$ cat src/sv/mno_pkg.sv
`timescale 1ns / 1ps
// ----------------------------------------------------------------------------
// mno_pkg
// Shared types, constants and pitch table for the MIDI note to oscillator
// block.
// ----------------------------------------------------------------------------
package mno_pkg;

    // Parser phase
    typedef enum logic [1:0] {
        PH_STATUS = 2'd0,
        PH_FIRST  = 2'd1,
        PH_SECOND = 2'd2
    } phase_t;

    // Status nibbles
    localparam logic [3:0] ST_NOTE_OFF = 4'h8;
    localparam logic [3:0] ST_NOTE_ON  = 4'h9;
    localparam logic [3:0] ST_SYSTEM   = 4'hF;

    // Pitch constants
    localparam logic [6:0] NOTE_BASE     = 7'd33;
    localparam logic [3:0] NOTES_PER_OCT = 4'd12;
    localparam logic [7:0] DETUNE_CENTER = 8'd128;
    localparam logic [7:0] DETUNE_GAIN   = 8'd106;
    localparam int         OCTAVES       = 8;

    localparam logic [15:0] BASE_PERIOD [12] = '{
        16'd10054, 16'd9490, 16'd8957, 16'd8455, 16'd7980, 16'd7532,
        16'd7109,  16'd6710, 16'd6334, 16'd5978, 16'd5642, 16'd5326
    };

    // One parsed message between the parser and the pitch stage
    typedef struct packed {
        logic       valid;
        logic       gate;
        logic [6:0] note;
    } note_event_t;

endpackage

$ cat src/sv/mno_parser.sv
`timescale 1ns / 1ps
// ----------------------------------------------------------------------------
// mno_parser
// Running-status MIDI byte parser; registers one note event per completed
// note-on or matching note-off.
// ----------------------------------------------------------------------------
module mno_parser (
    input  logic                 clk,
    input  logic                 rst_n,
    input  logic                 accept,
    input  logic [7:0]           rx_byte,
    input  logic                 ev_ready,
    output mno_pkg::note_event_t ev
);
    import mno_pkg::*;

    phase_t      phase_reg, phase_next;
    logic [3:0]  status_reg, status_next;
    logic [6:0]  first_reg, first_next;
    logic [6:0]  held_reg, held_next;
    note_event_t ev_reg, ev_next;
    note_event_t ev_new;
    phase_t      phase_eff;

    // Next parser state and event for the incoming byte
    always_comb
    begin
        phase_next  = phase_reg;
        status_next = status_reg;
        first_next  = first_reg;
        held_next   = held_reg;
        ev_new      = '0;
        phase_eff   = rx_byte[7] ? PH_STATUS : phase_reg;
        if (rx_byte[7:4] != ST_SYSTEM)
        begin
            unique case (phase_eff)
                PH_STATUS:
                begin
                    status_next = rx_byte[7:4];
                    phase_next  = PH_FIRST;
                end
                PH_FIRST:
                begin
                    first_next = rx_byte[6:0];
                    phase_next = PH_SECOND;
                end
                PH_SECOND:
                begin
                    phase_next = PH_FIRST;
                    if (status_reg == ST_NOTE_ON)
                    begin
                        held_next    = first_reg;
                        ev_new.valid = 1'b1;
                        ev_new.gate  = 1'b1;
                        ev_new.note  = first_reg;
                    end
                    else if (status_reg == ST_NOTE_OFF && first_reg == held_reg)
                    begin
                        ev_new.valid = 1'b1;
                        ev_new.gate  = 1'b0;
                        ev_new.note  = first_reg;
                    end
                end
                default:
                begin
                    phase_next = PH_FIRST;
                end
            endcase
        end
    end

    // Event register: loads on accept, empties when taken
    always_comb
    begin
        ev_next = ev_reg;
        if (accept)
            ev_next = ev_new;
        else if (ev_ready)
            ev_next.valid = 1'b0;
    end

    always_ff @(posedge clk or negedge rst_n)
    begin
        if (!rst_n)
        begin
            phase_reg  <= PH_STATUS;
            status_reg <= ST_NOTE_ON;
            first_reg  <= '0;
            held_reg   <= '0;
            ev_reg     <= '0;
        end
        else
        begin
            if (accept)
            begin
                phase_reg  <= phase_next;
                status_reg <= status_next;
                first_reg  <= first_next;
                held_reg   <= held_next;
            end
            ev_reg <= ev_next;
        end
    end

    assign ev = ev_reg;

endmodule

$ cat src/sv/mno_pitch.sv
`timescale 1ns / 1ps
// ----------------------------------------------------------------------------
// mno_pitch
// Octave divider and detuned period top for one note.
// ----------------------------------------------------------------------------
module mno_pitch (
    input  logic [6:0]  note,
    input  logic [7:0]  detune,
    output logic [7:0]  divider,
    output logic [15:0] period
);
    import mno_pkg::*;

    logic [2:0]  octave;
    logic [6:0]  rel_note;
    logic [6:0]  oct_start;
    logic [3:0]  tone_idx;
    logic [15:0] base;
    logic [7:0]  diff;
    logic [13:0] prod;
    logic [15:0] offset;

    // Octave band by compare against band starts
    always_comb
    begin
        octave   = '0;
        rel_note = note - NOTE_BASE;
        for (int k = 1; k < OCTAVES; k++)
        begin
            if (rel_note >= 7'(k * 12))
                octave = 3'(k);
        end
        oct_start = 7'(octave) * 7'(NOTES_PER_OCT);
        tone_idx  = 4'(rel_note - oct_start);
    end

    // Divider and base period; notes below the base give zero
    always_comb
    begin
        if (note < NOTE_BASE)
        begin
            divider = '0;
            base    = '0;
        end
        else
        begin
            divider = (octave == 3'(OCTAVES - 1)) ? 8'd2 : (8'd128 >> octave);
            base    = (tone_idx < NOTES_PER_OCT) ? BASE_PERIOD[tone_idx] : 16'd0;
        end
    end

    // Detune offset, wraps modulo 2^16; distance from center reaches 128
    always_comb
    begin
        diff   = (detune > DETUNE_CENTER) ? (detune - DETUNE_CENTER)
                                          : (DETUNE_CENTER - detune);
        prod   = 14'(diff) * 14'(DETUNE_GAIN);
        offset = 16'(prod >> 7);
        if (detune > DETUNE_CENTER)
            period = base + offset;
        else if (detune < DETUNE_CENTER)
            period = base - offset;
        else
            period = base;
    end

endmodule

$ cat src/sv/midi_note_to_oscillator.sv
`timescale 1ns / 1ps
// ----------------------------------------------------------------------------
// midi_note_to_oscillator
// One-voice MIDI note parser driving oscillator divider and period values.
// ----------------------------------------------------------------------------
// Usage:
//   Input channel: in_valid / in_stall carry one received MIDI byte per item
//   on rx_byte. System bytes are dropped; running status is honored.
//   Output channel: out_valid / out_stall carry gate, note_number,
//   divider_integer and period_top. A note-on gives gate 1; a note-off whose
//   note matches the last note-on gives gate 0 with divider and period at 0.
//   Other bytes give no item.
//   Config: cfg_we with cfg_wdata writes the detune register (reset 128).
//   The user must write it only while the block is idle (not enforced).
//   Throughput: one byte per cycle while in_stall is low. A result passes
//   through the parser event register, then the output register holding
//   the pitch lookup.
//   Reset: parser waits for status, running status is note-on, held note 0,
//   both pipeline registers empty.
//   Stall: out_stall holds the output register; the event register behind it
//   keeps taking bytes until it holds one item, then in_stall rises until
//   the output drains.
// ----------------------------------------------------------------------------
module midi_note_to_oscillator (
    input  logic        clk,
    input  logic        rst_n,
    input  logic        in_valid,
    output logic        in_stall,
    input  logic [7:0]  rx_byte,
    input  logic        cfg_we,
    input  logic [7:0]  cfg_wdata,
    output logic        out_valid,
    input  logic        out_stall,
    output logic        gate,
    output logic [6:0]  note_number,
    output logic [7:0]  divider_integer,
    output logic [15:0] period_top
);
    import mno_pkg::*;

    logic [7:0]  detune_val_reg;
    note_event_t ev;
    logic        out_load;
    logic        accept;
    logic [7:0]  div_c;
    logic [15:0] per_c;
    logic        out_valid_reg, out_valid_next;
    logic        gate_reg;
    logic [6:0]  note_reg;
    logic [7:0]  div_reg;
    logic [15:0] per_reg;

    // Handshake
    assign out_load = !out_valid_reg || !out_stall;
    assign in_stall = ev.valid && !out_load;
    assign accept   = in_valid && !in_stall;

    // Detune register
    always_ff @(posedge clk or negedge rst_n)
    begin
        if (!rst_n)
            detune_val_reg <= DETUNE_CENTER;
        else if (cfg_we)
            detune_val_reg <= cfg_wdata;
    end

    mno_parser u_parser (
        .clk      (clk),
        .rst_n    (rst_n),
        .accept   (accept),
        .rx_byte  (rx_byte),
        .ev_ready (out_load),
        .ev       (ev)
    );

    mno_pitch u_pitch (
        .note    (ev.note),
        .detune  (detune_val_reg),
        .divider (div_c),
        .period  (per_c)
    );

    // Output register
    assign out_valid_next = out_load ? ev.valid : out_valid_reg;

    always_ff @(posedge clk or negedge rst_n)
    begin
        if (!rst_n)
            out_valid_reg <= 1'b0;
        else
            out_valid_reg <= out_valid_next;
    end

    always_ff @(posedge clk)
    begin
        if (out_load && ev.valid)
        begin
            gate_reg <= ev.gate;
            note_reg <= ev.note;
            div_reg  <= ev.gate ? div_c : 8'd0;
            per_reg  <= ev.gate ? per_c : 16'd0;
        end
    end

    assign out_valid       = out_valid_reg;
    assign gate            = gate_reg;
    assign note_number     = note_reg;
    assign divider_integer = div_reg;
    assign period_top      = per_reg;

endmodule

$ cat config.mk
export PLATFORM = sky130hd
export DESIGN_NAME = midi_note_to_oscillator
export DESIGN_NICKNAME = d
export VERILOG_FILES = /design/src/sv/mno_pkg.sv /design/src/sv/mno_parser.sv /design/src/sv/mno_pitch.sv /design/src/sv/midi_note_to_oscillator.sv
export SDC_FILE = /design/constraint.sdc
export NUM_CORES = 1
export LEC_CHECK = 0
export BUFFER_PORTS_ARGS = -buffer_cell sky130_fd_sc_hd__clkbuf_2
export CORE_MARGIN = 2
export CORE_UTILIZATION = 40
export DETAILED_ROUTE_END_ITERATION = 7
export PLACE_DENSITY = 0.69
export SYNTH_ARGS = -nofsm -noshare
export SYNTH_HDL_FRONTEND = slang
export SYNTH_SLANG_ARGS = --single-unit
$ cat constraint.sdc
create_clock -name clk -period 15.8 [get_ports clk]
set_clock_uncertainty 0.05 [all_clocks]
set_input_delay 0.79 -clock clk [delete_from_list [all_inputs] [get_ports clk]]
set_output_delay 0.79 -clock clk [all_outputs]
set_load 0.01 [all_outputs]
==> flow_metrics.tcl <==
set metrics [dict create \
    syn-cell-area_sq_mm 0.00533 \
    route.detailed.drc 0 \
    p_sw_share_pct 43.7 \
    synthArstFlopShare_pct 54.3 \
    hold_viol 0 \
    io_pins 55 \
    wl_per_cell_um 14.2 \
    p_sw_uw 443 \
    grt_overflow_total 0 \
    start_util_pct 40.6 \
    relSlewSlack_pct 38.4 \
    clkLatencyLatePin_ns 0.34 \
    dp_hpwl_mm 8.55 \
    max_freq_ghz 0.130 \
    grt_setup_unrepaired "no" \
    synth_area_leader_cell "edfxtp_1" \
    drt_iter0_markers 145 \
    postCtsHoldBufs 0 \
    synth-seq-cells 70 \
    required_ns 15.82 \
    p_clk_share_pct 18.4 \
    gp_congestion 0.924 \
    outcome "complete, no violations" \
    drtAntennaViolNets 0 \
    crit_type "flop to flop" \
    worstMarginPinSlew_ns 0.924 \
    setup_viol 0 \
    worst_hold_path_type "flop to flop" \
    antenna_found_initial 0 \
    h-tree-depth 3 \
    synth-seq-area-share_pct 35.9 \
    path_max_fanout 15 \
    die_h_um 119 \
    cts_tree "yes" \
    largest_reg_flops 16 \
    cp-end-kind "flop" \
    slew_viol_final 0 \
    nets 672 \
    ys.flop_type "dfrtp_1" \
    yosysMostFrequentCell "ha_1" \
    power_leakage_uw 0.00275 \
    synth_edf_count 32 \
    irDropWorstVdd_uv 78.4 \
    layout-drive-gt1-share_pct 19.0 \
    ys_top_cells_by_area "edfxtp_1 18%, dfrtp_1 16%, ha_1 13%" \
    grt_pass1_wl_mm 18.5 \
    cts_setup_buffers 0 \
    die_area_sq_mm 0.0143 \
    cp-start-kind "flop" \
    synth_fp_nets 624 \
    synth_top_area_share_pct 18.0 \
    period_needed_ns 7.69 \
    grt_start_max_net_pins 39 \
    global_route.usage.total_pct 16.1 \
    synthCells 537 \
    clk_transition_reported_paths_ns 0.06 \
    whs_ns 0.445 \
    vias 3914 \
    cts_resized 0 \
    synth.distinct_cells 64 \
    cts_buffers 9 \
    totalWireLength_mm 10.9 \
    io_buffers 54 \
    diodes 0 \
    die_x_um 119 \
    clock-sinks 70 \
    min_period_over_period_pct 48.7 \
    yosys_warnings 0 \
    core_sq_mm 0.0131 \
    arrival_ns 7.71 \
    power_frac_comb_pct 60.0 \
    power.density_mw_per_mm2 168 \
    syn_to_final_growth_pct 13.0 \
    grt_pass1_vias 3931 \
    viasPerCell 5.11 \
    row_count 42 \
    dr.pass1.iters 4 \
    maxCapViolations 0 \
    synth_commonest_cells "56 x ha_1, 55 x inv_1, 40 x nor2_1" \
    ctsLongestPathBuffers 2 \
    root_buffer "clkbuf_16" \
    final.setup.tns_ns 0 \
    intPower_uw 570 \
    synth.avg_cell_area_sq_um 9.93 \
    sequentialPowerShare_pct 21.6 \
]
## cells in the final DEF, fill, tap and decap left out, types with 3 or more instances in the layout
master,instances
xor2_1,17
dfrtp_1,35
nor3_1,13
clkbuf_2,54
nor4_1,3
mux2_2,22
a22o_1,8
edfxtp_1,32
o21a_1,5
a21o_1,7
nand2b_1,3
clkinv_4,3
clkbuf_16,9
nand3_1,3
and3_1,3
fa_1,10
and2_1,13
o211ai_1,3
ha_1,56
xnor2_1,25
mux2i_1,8
nor2_1,40
o21ai_0,31
o31ai_1,5
a21oi_1,24
nand2_1,33
nor3b_1,4
dfstp_2,3
or3_1,4
a211oi_1,7
or2_2,3
inv_1,55
o21bai_1,6
## final timing paths
kind	startpoint	endpoint	slack [ns]	depth (start not counted)
setup / recovery	u_parser.ev[0]$_DFFE_PN0P_	period_top[13]$_SDFFCE_PN0P_	8.11	25
hold / removal	u_parser.ev[8]$_DFFE_PN0P_	out_valid$_DFFE_PN0N_	0.44	1
setup reg to reg	u_parser.ev[0]$_DFFE_PN0P_	period_top[13]$_SDFFCE_PN0P_	8.11	25
hold reg to reg	u_parser.ev[8]$_DFFE_PN0P_	out_valid$_DFFE_PN0N_	0.44	1
max in group asynchronous	rst_n	u_parser.ev[7]$_DFFE_PN0P_	14.59	1
min in group asynchronous	rst_n	u_parser.status_reg[1]$_DFFE_PN0P_	0.53	1
## cell families (layout without fill, tap and decap cells)
logic type | after synthesis | in the layout | synth area share (%)
other | 1 | 1 | 0.0704
and+or+nand+nor | 130 | 130 | 11.8
muxes | 32 | 32 | 7.00
adders and majority gates | 66 | 66 | 16.9
buffers and inverters | 75 | 128 | 5.61
AOI/OAI and AO/OA | 119 | 119 | 15.0
DFF | 70 | 70 | 35.9
xor gates and xnor gates | 44 | 44 | 7.63
## worst max-delay path: stages (launching register included)
cell and delay [ns]:
dfrtp_1 0.51, inv_1 0.21, ha_1 0.32, inv_1 0.07, o41ai_1 0.32, xor2_1 0.50, o21ai_0 0.20, a221o_1 0.39
a21oi_1 0.28, ha_1 0.23, xnor3_1 0.34, xor2_2 0.59, inv_2 0.26, ha_1 0.25, o21ba_2 0.30, o21a_1 0.34
o31ai_1 0.16, a31oi_1 0.31, ha_1 0.30, inv_1 0.11, o31ai_1 0.37, nor2_1 0.09, a211o_1 0.29, nor4_1 0.30
o21ai_0 0.13, nor3b_2 0.18
## power by group through the flow
stage               sequential, uW  combinational [uW]  clock (uW)
global placement               222                 590           0
finish                         219                 607         186
floorplan                      217                 481           0
global route                   221                 687         199
CTS                            219                 605         193
detailed placement             222                 601           0
## cell type report
class,count,area (sq um)
fillers,1267,7120
multi-input cells,392,3120
flip-flops and latches,70,1920
repair buffers,55,278
clock buffers,10,229
well taps,176,220
inverters,57,214
clock inverters,6,46.3
## routing by layer
| layer | global-route usage [%] | share of wire [%] | vias up | routed length [um] |
|---|---|---|---|---|
| met5 | 0 | 0 | - | 0 |
| met4 | 5.29 | 1.6 | 0 | 176 |
| met3 | 3.21 | 4.2 | 14 | 454 |
| met2 | 26.9 | 47 | 100 | 5090 |
| met1 | 20.9 | 47 | 1819 | 5170 |
| li1 | - | - | 1981 | - |
## per-stage QoR
| stage | instance area (sq um) | utilization [%] | std cells | setup WS, ns | power [uW] |
|---|---|---|---|---|---|
| after CTS | 6020 | 45.8 | 766 | 8.19 | 1020 |
| after global routing | 6020 | 45.8 | 766 | 7.43 | 1110 |
| final | 6020 | 45.8 | 766 | 8.11 | 1010 |
| after global placement | 5750 | 43.7 | 750 | 8.55 | 811 |
| after floorplan | 5330 | - | 537 | 9.58 | 698 |
| after detailed placement | 5750 | 43.7 | 750 | 8.29 | 823 |
Power figures use the tool's default switching activity.
